$ cat config.mk
export PLATFORM = sky130hd
export DESIGN_NAME = sha2_block_ram
export DESIGN_NICKNAME = d
export VERILOG_FILES = /design/src/hdl/assert_macros.svh /design/src/hdl/sha2_block_ram.sv
export SDC_FILE = /design/constraint.sdc
export NUM_CORES = 1
export LEC_CHECK = 0
export ABC_AREA = 1
export BUFFER_PORTS_ARGS = -buffer_cell sky130_fd_sc_hd__buf_2
export CAP_MARGIN = 40
export CELL_PAD_IN_SITES_DETAIL_PLACEMENT = 0
export CELL_PAD_IN_SITES_GLOBAL_PLACEMENT = 2
export CORE_ASPECT_RATIO = 0.8
export CORE_MARGIN = 2
export CORE_UTILIZATION = 47
export CTS_CLUSTER_SIZE = 12
export DETAILED_ROUTE_END_ITERATION = 8
export GPL_ROUTABILITY_DRIVEN = 1
export PLACE_DENSITY_LB_ADDON = 0.05
export SYNTH_ARGS = -nofsm -noshare
export SYNTH_HDL_FRONTEND = slang
export SYNTH_SLANG_ARGS = --single-unit
export TNS_END_PERCENT = 20
$ cat constraint.sdc
create_clock -name i_clk -period 2.7 [get_ports i_clk]
set_input_delay 0.27 -clock i_clk [delete_from_list [all_inputs] [get_ports i_clk]]
set_output_delay 0.27 -clock i_clk [all_outputs]
set_load 0.05 [all_outputs]
$ cat src/hdl/assert_macros.svh
// Assertion helpers for the hasher
`ifndef ASSERT_MACROS_SVH
`define ASSERT_MACROS_SVH
`ifndef SYNTH
`define SH_ASSERT_IMPL(label, clk, rst_n, ante, cons) \
    label: assert property (@(posedge clk) disable iff (!rst_n) (ante) |-> (cons)) \
        else $error("assertion failed");
`define SH_ASSERT_NEXT(label, clk, rst_n, ante, cons) \
    label: assert property (@(posedge clk) disable iff (!rst_n) (ante) |=> (cons)) \
        else $error("assertion failed");
`else
`define SH_ASSERT_IMPL(label, clk, rst_n, ante, cons)
`define SH_ASSERT_NEXT(label, clk, rst_n, ante, cons)
`endif
`endif

$ cat src/hdl/sha2_block_ram.sv
// Byte-wide block store: one write port, one registered read port
module sha2_block_ram (
    input  logic       i_clk,
    input  logic       i_we,
    input  logic [6:0] i_waddr,
    input  logic [7:0] i_wdata,
    input  logic [6:0] i_raddr,
    output logic [7:0] o_rdata
);
    logic [7:0] r_mem [0:127];

    always_ff @(posedge i_clk) begin
        if (i_we) begin
            r_mem[i_waddr] <= i_wdata;
        end
        o_rdata <= r_mem[i_raddr];
    end
endmodule

=== Yosys cells after proc, flatten, opt, wreduce, memory -nomap -nowiden ===
Memories as Yosys holds them, arrays and structs flattened. A register that Yosys moved wholly into a read port is not among the register bits.
Cells that the tools add are included.

* Register bits: 0
* Memory bits (writable): 1024
* Input bits: 24
* Output and inout bits: 8
* Word-level logic and storage cells: 3
* Memories: 1

{| class="wikitable"
|+ Memory list
! name !! depth !! bits a word !! rd ports !! clocked after memory_dff !! wr ports !! line !! text
|-
| r_mem || 128 || 8 || 1 || 1 || 1 || sha2_block_ram.sv:10 || <nowiki>logic [7:0] r_mem [0:127];</nowiki>
|}

* Muxes and demuxes: 2

{| class="wikitable"
|+ Operators with widths
! operator !! count
|-
| two-way mux 1 bit || 2
|}

=== Logic depth before layout (Yosys ltp) ===
Gate-level depths: netlist (run 1).

* Depth in word-level cells: 2
* Depth in mapped cells: 14
* Gate-level depth less buffers: 11

=== Worst setup path before layout (run 1) ===
No wires, ideal clock.

* Path kind: input port to flip-flop
* Start: input i_we
* End: memory r_mem[105][0], enable pin
* Library setup time: 0.370 ns
* Data arrival time: 1.256 ns
* Required time: 2.330 ns
* Slack: 1.074 ns
* Stages on the path: 4
* Path buffers: 2
* Cells stage by stage: clkbuf_1 nand2_1 clkbuf_1 nor2_1

* Word-level cells in the longest chain between the ends: 2

{| class="wikitable"
|+ RTL lines
! item !! line !! text
|-
| start: declaration || sha2_block_ram.sv:4 || <nowiki>input logic i_we,</nowiki>
|-
| two-way mux 1 bit || sha2_block_ram.sv:13 || <nowiki>if (i_we) begin</nowiki>
|-
| two-way mux 1 bit (implied by the code) || sha2_block_ram.sv:14 || <nowiki>r_mem[i_waddr] <= i_wdata;</nowiki>
|-
| end: declaration || sha2_block_ram.sv:10 ||
|}

No other way between the ends.

=== Final worst setup path (run 1) ===
* Start: register o_rdata[4] (read register of r_mem)
* End: output o_rdata[4]

{| class="wikitable"
|+ RTL lines
! item !! line !! text
|-
| start: declaration || sha2_block_ram.sv:8 || <nowiki>output logic [7:0] o_rdata</nowiki>
|}

No word-level cell between the ends.

==> results of run 1 <==
synth_stat cells:
| library cell | instances | area (µm²) |
|---|---|---|
| nand3_1 | 931 | 4660 |
| inv_1 | 21 | 78.8 |
| buf_4 | 40 | 300 |
| buf_2 | 121 | 606 |
| nor2_1 | 134 | 503 |
| inv_8 | 1 | 11.3 |
| buf_1 | 14 | 52.6 |
| nor3_1 | 8 | 40.0 |
| buf_6 | 22 | 248 |
| clkbuf_1 | 34 | 128 |
| nand2_1 | 1215 | 4560 |
| dfxtp_1 | 8 | 160 |
| edfxtp_1 | 1024 | 30700 |
| inv_2 | 2 | 7.51 |
where the power goes:
part	total [µW]	internal, µW	switching [µW]
registers	17700	17700	40.1
clock network	13600	7610	5970
logic	2320	585	1730
worst paths after layout:
kind | slack (ns) | to | depth (start not counted) | start
setup reg to reg | 0.89 | o_rdata[1] | 10 | r_mem[89][1]
hold / removal | 0.07 | r_mem[61][5] | 1 | i_wdata[5]
hold reg to reg | 0.94 | o_rdata[0] | 10 | r_mem[112][0]
setup / recovery | 0.84 | o_rdata[4] | 1 | o_rdata[4]
state kept, by name, indices dropped and copies added, names as in the netlist:
register  flops
r_mem      1024
o_rdata       8
cell families after synthesis:
kind of cell / Yosys count
flip-flops: 1032
AND/OR/NAND/NOR: 2288
buffers and inverters: 255
per-layer routing:
layer	share of wire, %	wire (µm)	vias to the layer above	GRT usage [%]
met2	43	52900	1047	38.8
met3	7.9	9680	165	5.31
met5	0	0	-	0
met4	2.3	2770	0	6.36
li1	-	-	12881	-
met1	47	57100	13743	41.1
per-stage QoR:
stage	hold slack, ns	power [µW]
final	0.0663	33600
after global routing	0.0425	34700
after CTS	0.0269	33900
after detailed placement	0.684	20400
after global placement	0.677	20400
after floorplan	0.369	19300
area by class of cell:
class	instances	area, µm²	area share [%]
sequential	1032	30900	64.5
multi-input combinational	2288	9760	20.4
clock buffer	150	2900	6.05
timing repair buffer	269	2460	5.14
tap	1200	1500	3.13
clock inverter	34	251	0.525
inverter	24	116	0.243
antenna	4	10.0	0.0209
==> metrics.yaml, run 1 <==
synth_warnings: 0
max-cap-violations: 0
dominant_combinational_cell_family_by_area_after_synthesis: "simple AND/OR/NAND/NOR gates"
final_max_slew_viol_count: 0
syn_nets: 3599
synthDistinctLibCells: 14
initialDrtViolationCount: 3217
syn2layout_area_growth_pct: 13.8
largest_net_degree_at_the_start_of_global_routing: 129
number_of_global_route_vias_before_repair: 26667
final_layout_size_suffix_gt1_share_pct: 10.7
finalWorstPathRequiredPeriod_ns: 1.86
hold_viol: 0
setup_cp_type: "register to primary output"
critPathArrivalTime_ns: 1.59
worst_ep_required_time_ns: 2.43
cts.sink_count: 1032
synthSimpleGateAreaFrac_pct: 23.2
placement_rows: 98
mostFrequentLayoutCell: "nand2_1"
ioPinCount: 32
fmax_mhz: 537
worst_case_clock_skew_ns: 0.0203
vdd.ir_drop.worst_mv: 0.580
detail_placement_hpwl_um: 72100
postCtsHoldBufs: 3
cpLargestDelayFamily: "flip-flops"
totalWireLength_um: 122000
postSynthRegisterBits: 1032
syn_area_per_cell_um2: 11.8
initial_core_util_pct: 47.3
root_buffer: "clkbuf_16"
floorplan.die_area_mm2: 0.0920
grt_antenna_before_repair: 7
worstPathBufferInverterCount: 1
cts_setup_buffers: 0
cts-root-to-sink-buffers: 3
cellPowerDensity_mw_per_mm2: 702
final.setup.worst_slack_ns: 0.837
ys_seq_area_share_pct: 73.4
final_antenna_net_count: 0
timing.critical_path.to_type: "primary output"
port_buffers: 31
preCtsSetupSlack_ns: 0.156
muxShareOfSynthArea_pct: 0
synth-adder-area-share_pct: 0
drcViolationCount: 0
gr-usage-all-layers_pct: 26.6
fillerInstances: 7712
stdcell_count: 5001
placed_cells_incl_taps: 4810
gp_congestion: 0.810
hp-class: "primary input to register"
setup_tns_ns: 0
fp.dieW_um: 339
drt_first_pass_iters: 5
insertion_delay_ns: 0.69
layout_common_cells: "nand2_1, edfxtp_1, nand3_1"
clk_transition_reported_paths_ns: 0.06
syn_inst: 3575
cts_buffers: 105
detailroute.via_count: 27836
cts.htree.levels: 3
total_nets_final: 3744
timing.final.crit_share_pct: 69.0
grt_setup_unrepaired: "no"
post_drt_via_cell_ratio: 5.57
worst_path_largest_cell_delay_ns: 0.57
status: "finished clean"
wire_per_inst_um: 24.5
worst-slew-pin-transition_ns: 0.898
grt.overflow.total: 0
post-route-cell-area_mm2: 0.0479
syn_std_cell_area_mm2: 0.0421
synth-compound-area-share_pct: 0
fp.dieH_um: 272
grt_first_pass_wirelength_um: 181000
resized_after_cts: 0
core_area_mm2: 0.0890
placed_cell_area_mm2: 0.0447
crit_path_launch_type: "register"
max-slew-margin-rel_pct: 40.1
clock_tree_from_tritoncts: "yes"
final_util_pct: 53.8
synth-xor-area-share_pct: 0
leakage_component_of_the_power_uw: 0.0173
count_of_endpoints_failing_setup_in_the_final_report: 0
critical-path-slowest-cell: "dfxtp_1"
crit_path_cell_trace: "buf_2"
biggest_fanout_along_the_worst_timing_path: 1
(Power assumes the default switching activity.)
==> run 2, diff against run 1 <==
--- a/config.mk
+++ b/config.mk
@@ -12,7 +12,7 @@
 export CELL_PAD_IN_SITES_GLOBAL_PLACEMENT = 2
 export CORE_ASPECT_RATIO = 0.8
 export CORE_MARGIN = 2
-export CORE_UTILIZATION = 47
+export CORE_UTILIZATION = 40
 export CTS_CLUSTER_SIZE = 12
 export DETAILED_ROUTE_END_ITERATION = 8
 export GPL_ROUTABILITY_DRIVEN = 1
==> constraint.sdc (replaced) <==
create_clock -name i_clk -period 1.66 [get_ports i_clk]
set_input_delay 0.166 -clock i_clk [delete_from_list [all_inputs] [get_ports i_clk]]
set_output_delay 0.166 -clock i_clk [all_outputs]
set_load 0.05 [all_outputs]
==> run 2 against run 1 <==
  * Worst setup slack got worse by 0.81 ns
  * Combinational power increased by 81%
  * Wire length increased by 6.0%
  * Register-to-register slack got worse by 0.86 ns
  * Design area increased by 3.8%
  * Non-clock buffer count increased by 115
  * Critical path type is now register to register
  * Critical path depth increased by 9
==> metrics.yaml, run 2 (same netlist as run 1, synthesis figures left out) <==
hold_viol: 0
final_util_pct: 47.7
m1WireLength_um: 62000
critPathArrivalTime_ns: 2.22
crit_path_launch_type: "register"
setup_tns_ns: 0
cts-root-to-sink-buffers: 3
port_buffers: 31
post_drt_via_cell_ratio: 5.29
gr-usage-all-layers_pct: 24.0
drt_first_pass_iters: 7
post-route-cell-area_mm2: 0.0497
total_nets_final: 3862
cts.sink_count: 1032
grt_first_pass_wirelength_um: 189000
syn2layout_area_growth_pct: 18.1
detail_placement_hpwl_um: 82500
worst_case_clock_skew_ns: 0.0251
most_flop_heavy_register: "r_mem"
wire_per_inst_um: 24.4
timing.critical_path.mode_cell: "nand2_1"
count_of_endpoints_failing_setup_in_the_final_report: 0
ioPinCount: 32
grt_setup_unrepaired: "yes"
final_antenna_net_count: 0
placement_rows: 106
cts_buffers: 108
clock_tree_from_tritoncts: "yes"
largest_net_degree_at_the_start_of_global_routing: 72
largest_registers: "r_mem (1024), o_rdata (8)"
largest_register_ffs: 1024
worst_ep_required_time_ns: 2.24
max-cap-violations: 0
wl_met3_um: 8400
finalWorstPathRequiredPeriod_ns: 1.63
vdd.ir_drop.worst_mv: 0.887
root_buffer: "clkbuf_16"
cpLargestDelayFamily: "simple AND/OR/NAND/NOR gates"
totalWireLength_um: 130000
final_layout_size_suffix_gt1_share_pct: 13.6
fmax_mhz: 612
fp.dieW_um: 367
fin_worst_hold_slack_ns: 0.124
worst_path_largest_cell_delay_ns: 0.35
detailroute.via_count: 28190
crit_path_cell_trace: "nand2_1, nand3_1, nand3_1, nand3_1, nand2_1, nand2_1, nand3_1, nand2_1, nand2_1, nand2_1"
cts_setup_buffers: 0
grt.overflow.total: 0
clk_transition_reported_paths_ns: 0.06
timing.final.crit_share_pct: 98.4
insertion_delay_ns: 0.70
final_max_slew_viol_count: 0
setup_cp_type: "register to register"
initialDrtViolationCount: 2827
top_layer_used: "met5"
critical-path-slowest-cell: "edfxtp_1"
cts.htree.levels: 3
met2_length_um: 56100
totalPowerFinal_uw: 55900
layout_common_cells: "nand2_1, edfxtp_1, nand3_1"
worst-slew-pin-transition_ns: 0.711
number_of_global_route_vias_before_repair: 27416
core_area_mm2: 0.104
grt_antenna_before_repair: 6
placed_cell_area_mm2: 0.0463
r2r_slack_ns: 0.03
cellPowerDensity_mw_per_mm2: 1120
fp.dieH_um: 294
biggest_fanout_along_the_worst_timing_path: 1
worstPathBufferInverterCount: 0
leakage_component_of_the_power_uw: 0.0181
gp_congestion: 0.858
floorplan.die_area_mm2: 0.108
mostFrequentLayoutCell: "nand2_1"
hp-class: "primary input to register"
status: "finished clean"
max-slew-margin-rel_pct: 52.6
initial_core_util_pct: 40.3
drcViolationCount: 0
timing.critical_path.to_type: "register"
## run 2: changes by cell type in the layout (fill, tap and decap cells not counted), sizes merged
cell	delta
diode	-2
clkbuf	-3
clkinvlp	-1
buf	+108
clkinv	+14
dlygate4sd3	+6
inv	-2
bufinv	+2
## run 2: per-layer routing
metal  global-route usage, %  vias to the layer above
met3                    3.95                      190
li1                        -                    13133
met5                       0                        -
met4                    6.27                        6
met2                    35.7                      881
met1                    36.5                    13980
## run 2: worst min-delay path: cells and delay by family
kind / cells / cell delay (ns)
buf+inv: 2 / 0.34
simple gates: 4 / 0.26
## run 2: cell type report
class	instances	area, µm²
clock inverter	47	312
tap	1404	1760
multi-input combinational	2288	9790
sequential	1032	30900
clock buffer	146	2950
inverter	24	116
antenna	2	5.00
timing repair buffer	384	3890
fill	9425	54600
## run 2: repair_timing
action / in CTS / in global routing
endpoints found under the hold margin: 87 / 0
gates resized for setup: 12 / 11
hold buffers: 9 / 0
setup endpoints to repair: 7 / 8
## run 2: power by group
| part | total, µW | internal, µW | switching, µW |
|---|---|---|---|
| clock | 22900 | 12900 | 9920 |
| sequential | 28900 | 28800 | 93.0 |
| combinational | 4200 | 1250 | 2950 |
## run 2: path summary, 6_finish.rpt
kind | from | to | cells past startpoint
max | r_mem[71][1] | o_rdata[1] | 10
min | i_raddr[5] | o_rdata[5] | 6
max reg2reg | r_mem[71][1] | o_rdata[1] | 10
min reg2reg | r_mem[25][5] | o_rdata[5] | 10
## run 2: metrics by stage
| step | setup slack (ns) | std cells |
|---|---|---|
| finish | 0.0259 | 5327 |
| detailed placement | -0.474 | 5123 |
| floorplan | 0.138 | 3575 |
| global route | -0.0200 | 5326 |
| global placement | -0.499 | 5123 |
| CTS | 0.0113 | 5325 |
